===== config.mk =====
export PLATFORM = sky130hd
export DESIGN_NAME = ffha_sequencer
export DESIGN_NICKNAME = d
export VERILOG_FILES = /design/src/design/ffha_pkg.sv /design/src/design/ffha_sequencer.sv
export SDC_FILE = /design/constraint.sdc
export NUM_CORES = 1
export LEC_CHECK = 0
export BUFFER_PORTS_ARGS = -buffer_cell sky130_fd_sc_hd__buf_2
export CAP_MARGIN = 20
export CORE_ASPECT_RATIO = 1.5
export CORE_MARGIN = 5
export CORE_UTILIZATION = 30
export CTS_CLUSTER_DIAMETER = 60
export DETAILED_ROUTE_END_ITERATION = 16
export GPL_TIMING_DRIVEN = 0
export PLACE_DENSITY = 0.58
export SLEW_MARGIN = 0
export SYNTH_ARGS = -nofsm -noshare
export SYNTH_HDL_FRONTEND = slang
export SYNTH_SLANG_ARGS = --single-unit

===== constraint.sdc =====
create_clock -name clk -period 3.47 [get_ports clk]
set_input_delay 0.5205 -clock clk [delete_from_list [all_inputs] [get_ports clk]]
set_output_delay 0.5205 -clock clk [all_outputs]
set_load 0.02 [all_outputs]

===== src/design/ffha_pkg.sv =====
// Package of the first-fit header allocator: widths, codes, control word
// types and the microcode table. Depends on nothing.
package ffha_pkg;

	localparam int HEAP_WORDS = 4096;
	localparam int ADDR_W = 12;
	localparam int WORD_W = 13;
	localparam int IDX_W = 14;
	localparam int LIM_W = 15;
	localparam int STEP_W = 4;
	localparam int COND_W = 4;

	localparam logic [WORD_W-1:0] HEAP_WORDS_W = WORD_W'(HEAP_WORDS);
	localparam logic [WORD_W-1:0] MARK_FREE = '0;
	localparam logic [WORD_W-1:0] MARK_USED = WORD_W'(1);
	localparam logic [ADDR_W-1:0] LAST_WORD = ADDR_W'(HEAP_WORDS - 1);

	localparam logic MODE_ALLOC = 1'b0;
	localparam logic MODE_FREE = 1'b1;
	localparam logic STATUS_OK = 1'b0;
	localparam logic STATUS_OOM = 1'b1;

	// Sequencer steps.
	localparam logic [STEP_W-1:0] S_CLEAR = 4'd0;
	localparam logic [STEP_W-1:0] S_IDLE = 4'd1;
	localparam logic [STEP_W-1:0] S_DISPATCH = 4'd2;
	localparam logic [STEP_W-1:0] S_CHECK = 4'd3;
	localparam logic [STEP_W-1:0] S_RD_SIZE = 4'd4;
	localparam logic [STEP_W-1:0] S_LATCH = 4'd5;
	localparam logic [STEP_W-1:0] S_FIT = 4'd6;
	localparam logic [STEP_W-1:0] S_ZERO = 4'd7;
	localparam logic [STEP_W-1:0] S_ADV = 4'd8;
	localparam logic [STEP_W-1:0] S_FAIL = 4'd9;
	localparam logic [STEP_W-1:0] S_GRANT = 4'd10;
	localparam logic [STEP_W-1:0] S_GRANT2 = 4'd11;
	localparam logic [STEP_W-1:0] S_FREE = 4'd12;
	localparam logic [STEP_W-1:0] S_OUT = 4'd13;
	localparam logic [STEP_W-1:0] S_OUT_WAIT = 4'd14;

	// Jump conditions.
	localparam logic [COND_W-1:0] C_NEVER = 4'd0;
	localparam logic [COND_W-1:0] C_ALWAYS = 4'd1;
	localparam logic [COND_W-1:0] C_CLR_BUSY = 4'd2;
	localparam logic [COND_W-1:0] C_NO_IN = 4'd3;
	localparam logic [COND_W-1:0] C_MODE_FREE = 4'd4;
	localparam logic [COND_W-1:0] C_WALK_END = 4'd5;
	localparam logic [COND_W-1:0] C_MARK_USED = 4'd6;
	localparam logic [COND_W-1:0] C_FIT = 4'd7;
	localparam logic [COND_W-1:0] C_SIZE_ZERO = 4'd8;
	localparam logic [COND_W-1:0] C_OUT_FREE = 4'd9;

	typedef struct packed {
		logic clr;
		logic accept;
		logic rd_mark;
		logic rd_size;
		logic latch_size;
		logic adv;
		logic wr_mark;
		logic wr_size;
		logic wr_free;
		logic res_ok;
		logic res_fail;
		logic res_free;
		logic load_out;
	} ctrl_t;

	typedef struct packed {
		logic clr_busy;
		logic in_fire;
		logic mode_free;
		logic walk_end;
		logic mark_used;
		logic fit;
		logic size_zero;
		logic out_free;
	} flags_t;

	typedef struct packed {
		logic [COND_W-1:0] cond;
		logic [STEP_W-1:0] target;
		ctrl_t ctrl;
	} ucode_t;

	// The microprogram: a taken condition jumps to target, otherwise the
	// step counter advances by one.
	function automatic ucode_t ucode_word(input logic [STEP_W-1:0] step);
		ucode_t w;
		w = '0;
		w.cond = C_NEVER;
		w.target = S_IDLE;
		case (step)
			S_CLEAR: begin
				w.ctrl.clr = 1'b1;
				w.cond = C_CLR_BUSY;
				w.target = S_CLEAR;
			end
			S_IDLE: begin
				w.ctrl.accept = 1'b1;
				w.cond = C_NO_IN;
				w.target = S_IDLE;
			end
			S_DISPATCH: begin
				w.cond = C_MODE_FREE;
				w.target = S_FREE;
			end
			S_CHECK: begin
				w.ctrl.rd_mark = 1'b1;
				w.cond = C_WALK_END;
				w.target = S_FAIL;
			end
			S_RD_SIZE: begin
				w.ctrl.rd_size = 1'b1;
			end
			S_LATCH: begin
				w.ctrl.latch_size = 1'b1;
				w.cond = C_MARK_USED;
				w.target = S_ADV;
			end
			S_FIT: begin
				w.cond = C_FIT;
				w.target = S_GRANT;
			end
			S_ZERO: begin
				w.cond = C_SIZE_ZERO;
				w.target = S_FAIL;
			end
			S_ADV: begin
				w.ctrl.adv = 1'b1;
				w.cond = C_ALWAYS;
				w.target = S_CHECK;
			end
			S_FAIL: begin
				w.ctrl.res_fail = 1'b1;
				w.cond = C_ALWAYS;
				w.target = S_OUT;
			end
			S_GRANT: begin
				w.ctrl.wr_mark = 1'b1;
			end
			S_GRANT2: begin
				w.ctrl.wr_size = 1'b1;
				w.ctrl.res_ok = 1'b1;
				w.cond = C_ALWAYS;
				w.target = S_OUT;
			end
			S_FREE: begin
				w.ctrl.wr_free = 1'b1;
				w.ctrl.res_free = 1'b1;
			end
			S_OUT: begin
				w.ctrl.load_out = 1'b1;
				w.cond = C_OUT_FREE;
				w.target = S_IDLE;
			end
			S_OUT_WAIT: begin
				w.cond = C_ALWAYS;
				w.target = S_OUT;
			end
			default: begin
				w.cond = C_ALWAYS;
				w.target = S_IDLE;
			end
		endcase
		return w;
	endfunction

endpackage


===== src/design/ffha_sequencer.sv =====
// Microcode sequencer: step counter, control table lookup and jump logic.
// Depends on ffha_pkg.
module ffha_sequencer import ffha_pkg::*; (
	input  logic   clk,
	input  logic   arst_n,
	input  flags_t flags,
	output ctrl_t  ctrl
);

	logic [STEP_W-1:0] step_q;
	ucode_t word;
	logic taken;

	assign word = ucode_word(step_q);
	assign ctrl = word.ctrl;

	always_comb begin
		case (word.cond)
			C_NEVER:     taken = 1'b0;
			C_ALWAYS:    taken = 1'b1;
			C_CLR_BUSY:  taken = flags.clr_busy;
			C_NO_IN:     taken = !flags.in_fire;
			C_MODE_FREE: taken = flags.mode_free;
			C_WALK_END:  taken = flags.walk_end;
			C_MARK_USED: taken = flags.mark_used;
			C_FIT:       taken = flags.fit;
			C_SIZE_ZERO: taken = flags.size_zero;
			C_OUT_FREE:  taken = flags.out_free;
			default:     taken = 1'b1;
		endcase
	end

	always_ff @(posedge clk or negedge arst_n) begin
		if (!arst_n) begin
			step_q <= S_CLEAR;
		end else if (taken) begin
			step_q <= word.target;
		end else begin
			step_q <= step_q + STEP_W'(1);
		end
	end

endmodule


==> run_summary.xml <==
<?xml version="1.0" encoding="UTF-8"?>
<metrics>
  <group name="timing">
    <metric name="min_period_over_period" unit="">0.707</metric>
    <metric name="fin_setup_tns" unit="ns">0</metric>
    <metric name="fin_crit_period" unit="ns">2.45</metric>
    <metric name="finalClockSkew" unit="ns">0.000168</metric>
    <metric name="grt_setup_unrepaired" unit="">no</metric>
    <metric name="report.final.hold_viol_count" unit="">0</metric>
    <metric name="max_freq" unit="GHz">0.408</metric>
    <metric name="timing.final.max_slew_violations" unit="">0</metric>
    <metric name="report.final.setup_viol" unit="">0</metric>
    <metric name="worst_max_slew_pin_slew" unit="ns">0.441</metric>
    <metric name="max_slew_margin" unit="">0.702</metric>
  </group>
  <group name="clock_tree">
    <metric name="number_of_levels_the_h_tree_was_split_into" unit="">1</metric>
    <metric name="postCtsSetupBuffers" unit="">0</metric>
    <metric name="tritoncts" unit="">done</metric>
    <metric name="hold_buffer_count_at_cts" unit="">0</metric>
    <metric name="post_cts.resized_instances" unit="">0</metric>
    <metric name="clk_root_buffer_cell" unit="">clkbuf_4</metric>
    <metric name="cts-buffers-inserted" unit="">3</metric>
    <metric name="clk_latency" unit="ns">0.23</metric>
    <metric name="path_clk_slew" unit="ns">0.04</metric>
    <metric name="cts.path.max_buffers" unit="">2</metric>
    <metric name="cts.sinks" unit="">4</metric>
  </group>
  <group name="floorplanning">
    <metric name="floorplan.die.height" unit="um">69.8</metric>
    <metric name="chipWidth" unit="um">49.9</metric>
    <metric name="fp-row-count" unit="">21</metric>
    <metric name="core_area" unit="mm^2">0.00226</metric>
    <metric name="floorplan.io_pins" unit="">23</metric>
    <metric name="initial_core_util" unit="">0.317</metric>
    <metric name="die_area" unit="mm^2">0.00348</metric>
  </group>
  <group name="job">
    <metric name="max_cap_viol_count" unit="">0</metric>
  </group>
  <group name="final_layout">
    <metric name="nets" unit="">134</metric>
    <metric name="number_of_flip_flops_in_the_largest_register" unit="">4</metric>
    <metric name="registers.top_by_ff_count" unit="">step_q</metric>
    <metric name="fillers" unit="">250</metric>
    <metric name="area_growth_syn_to_layout" unit="%">22.6</metric>
    <metric name="post_route_cells_drive_above_1_share" unit="">0.364</metric>
    <metric name="antennaDiodeCount" unit="">0</metric>
    <metric name="registers_with_the_highest_flip_flop_counts" unit="">step_q x4</metric>
    <metric name="postLayoutCellArea" unit="um^2">877</metric>
  </group>
  <group name="worst_setup_path">
    <metric name="cp_data_arrival_time" unit="ns">2.59</metric>
    <metric name="worst-path-buf-inv" unit="">2</metric>
    <metric name="cpLargestDelayFamily" unit="">compound AO/OA/AOI/OAI gates</metric>
    <metric name="timing.reg2reg.setup_slack" unit="ns">1.02</metric>
    <metric name="path_cells" unit="">inv_1, ha_1, buf_6, or4b_1, a21oi_2, a221oi_1, a311oi_2, o22ai_1, a221oi_2</metric>
    <metric name="critPathLaunch" unit="">step_q[0]$_DFF_PN0_</metric>
    <metric name="reg_to_reg_critical_path_endpoint" unit="">step_q[2]$_DFF_PN0_</metric>
    <metric name="critPathMaxFanout" unit="">10</metric>
    <metric name="cp-endpoint" unit="">step_q[2]$_DFF_PN0_</metric>
    <metric name="max_stage_delay" unit="ns">0.47</metric>
    <metric name="critPathRequiredTime" unit="ns">3.61</metric>
    <metric name="worst_r2r_startpoint" unit="">step_q[0]$_DFF_PN0_</metric>
    <metric name="timing.critical_path.depth" unit="">9</metric>
    <metric name="setup.worst_path.end_class" unit="">register</metric>
    <metric name="startpoint_to_endpoint_class_of_the_critical_path" unit="">reg -&gt; reg</metric>
    <metric name="worst-r2r-cell-count" unit="">9</metric>
    <metric name="worst_path_max_delay_cell" unit="">or4b_1</metric>
    <metric name="worst_setup_path_start_kind" unit="">register</metric>
  </group>
  <group name="global_route">
    <metric name="globalRoute.totalOverflow" unit="">0</metric>
    <metric name="initial_antenna_violation_count" unit="">0</metric>
    <metric name="globalRouteTotalUtil" unit="">0.112</metric>
    <metric name="global_route_wire_length_before_repair" unit="um">3220</metric>
    <metric name="maximum_number_of_pins_on_one_net_before_global_route_repair" unit="">11</metric>
    <metric name="first_global_vias" unit="">748</metric>
  </group>
  <group name="synth">
    <metric name="yosys_warnings" unit="">0</metric>
    <metric name="mappedNetlistArea" unit="um^2">716</metric>
    <metric name="synth_async_sr_flop_share" unit="">1.00</metric>
    <metric name="syn-mean-instance-area" unit="um^2">7.70</metric>
    <metric name="postSynthNetCount" unit="">107</metric>
    <metric name="netlist_instances" unit="">93</metric>
    <metric name="synth-seq-area-share" unit="">0.140</metric>
    <metric name="synth_most_common_cell" unit="">nor2_1</metric>
    <metric name="post_synth_num_cell_types" unit="">43</metric>
    <metric name="netlist_top_cells_area" unit="">dfrtp_1 14%, ha_1 7.0%, buf_6 6.3%, o21ai_0 4.9%, nor2_1 4.7%</metric>
    <metric name="synth_ff_type" unit="">dfrtp_1</metric>
    <metric name="synth_edf_count" unit="">0</metric>
    <metric name="synth_top_cell_by_area" unit="">dfrtp_1</metric>
    <metric name="synth_top_area_frac" unit="">0.140</metric>
    <metric name="synth.cells.most_frequent" unit="">9 x nor2_1, 7 x inv_1, 7 x o21ai_0</metric>
    <metric name="ys_ff_latch" unit="">4</metric>
  </group>
  <group name="route">
    <metric name="detail_route.vias_per_cell" unit="">5.63</metric>
    <metric name="initialDrtViolationCount" unit="">17</metric>
    <metric name="routed-via-count" unit="">794</metric>
    <metric name="routed_wl" unit="um">1990</metric>
    <metric name="post_drt_wl_per_cell" unit="um">14.1</metric>
    <metric name="firstDrtPassIters" unit="">4</metric>
    <metric name="ant_nets" unit="">0</metric>
    <metric name="remaining_drc_errors" unit="">0</metric>
  </group>
  <group name="status">
    <metric name="status" unit="">finished clean</metric>
  </group>
  <group name="place">
    <metric name="placedInstanceArea" unit="um^2">855</metric>
    <metric name="post-dp-hpwl" unit="um">1610</metric>
    <metric name="routability_driven_placement_congestion_ratio" unit="">0.833</metric>
    <metric name="buffer_ports.inserted" unit="">22</metric>
  </group>
  <group name="worst_hold_path">
    <metric name="hold_path.class" unit="">in -&gt; async</metric>
  </group>
  <group name="power_and_ir_drop">
    <metric name="cellLeakagePower" unit="nW">0.435</metric>
    <metric name="ir_worst_vdd" unit="V">0.000454</metric>
    <metric name="power_per_cell_area" unit="mW/mm^2">1150</metric>
  </group>
</metrics>
## per-stage QoR
stage	worst slack (ns)	cells	util	power, mW	hold WS, ns
detailed placement	1.01	138	0.378	0.949	0.326
floorplan	1.24	93	-	0.761	0.225
global placement	1.06	138	0.378	0.936	0.325
finish	1.02	141	0.388	1.00	0.0832
global route	0.848	141	0.388	1.10	0.0686
CTS	1.00	141	0.388	1.01	0.0761
## layer usage
layer / share of wire / vias up / track usage
li1: - / 395 / -
met1: 0.38 / 372 / 0.119
met2: 0.54 / 23 / 0.203
met3: 0.055 / 4 / 0.0237
met4: 0.020 / 0 / 0.0496
met5: 0 / - / 0
## layout by cell type, fill, tap and decap left out, types with 3 or more instances in the layout
master    netlist  layout
clkbuf_4        0       3
buf_2           2      24
dfrtp_1         4       4
ha_1            4       4
o21ai_0         7       7
nor3_1          5       5
buf_4           4       4
nor2_1          9       9
buf_6           4       4
inv_1           7       7
nand2_1         5       5
## cells by family after synthesis
logic type | share of synthesized area
adders and majority gates | 0.0699
muxes | 0.0437
DFF | 0.140
and+or+nand+nor | 0.268
AOI/OAI and AO/OA | 0.311
buffers and inverters | 0.156
xor gates and xnor gates | 0.0122
## worst min-delay path by stage
stage                 from             endpoint  slack, ns  cells past startpoint
CTS                 arst_n  step_q[3]$_DFF_PN0_       0.08                      1
detailed placement  arst_n  step_q[0]$_DFF_PN0_       0.33                      1
floorplan           arst_n  step_q[0]$_DFF_PN0_       0.22                      0
finish              arst_n  step_q[3]$_DFF_PN0_       0.08                      1
global route        arst_n  step_q[0]$_DFF_PN0_       0.07                      1
global placement    arst_n  step_q[0]$_DFF_PN0_       0.32                      1
## worst reg2reg max path: cells and delay by family (launching register included)
| kind | cells | cell delay (ns) |
|---|---|---|
| AOI/OAI and AO/OA | 5 | 1.07 |
| adders and majority gates | 1 | 0.16 |
| buffers and inverters | 2 | 0.23 |
| DFF | 1 | 0.41 |
| and+or+nand+nor | 1 | 0.47 |
## area by class of cell
| class | instances | area [um^2] | share of cell area |
|---|---|---|---|
| multi-input cells | 72 | 504 | 0.575 |
| well taps | 23 | 28.8 | 0.0328 |
| flip-flops and latches | 4 | 100 | 0.114 |
| repair buffers | 22 | 110 | 0.126 |
| plain buffers | 10 | 85.1 | 0.0970 |
| clock buffers | 3 | 22.5 | 0.0257 |
| inverters | 7 | 26.3 | 0.0300 |
## where the power goes
| part | total, mW | switching (mW) | internal, mW |
|---|---|---|---|
| combinational | 0.843 | 0.489 | 0.354 |
| sequential | 0.106 | 0.0310 | 0.0750 |
| clock | 0.0561 | 0.0175 | 0.0386 |
| total | 1.00 | 0.537 | 0.467 |
(Power assumes the default switching activity.)
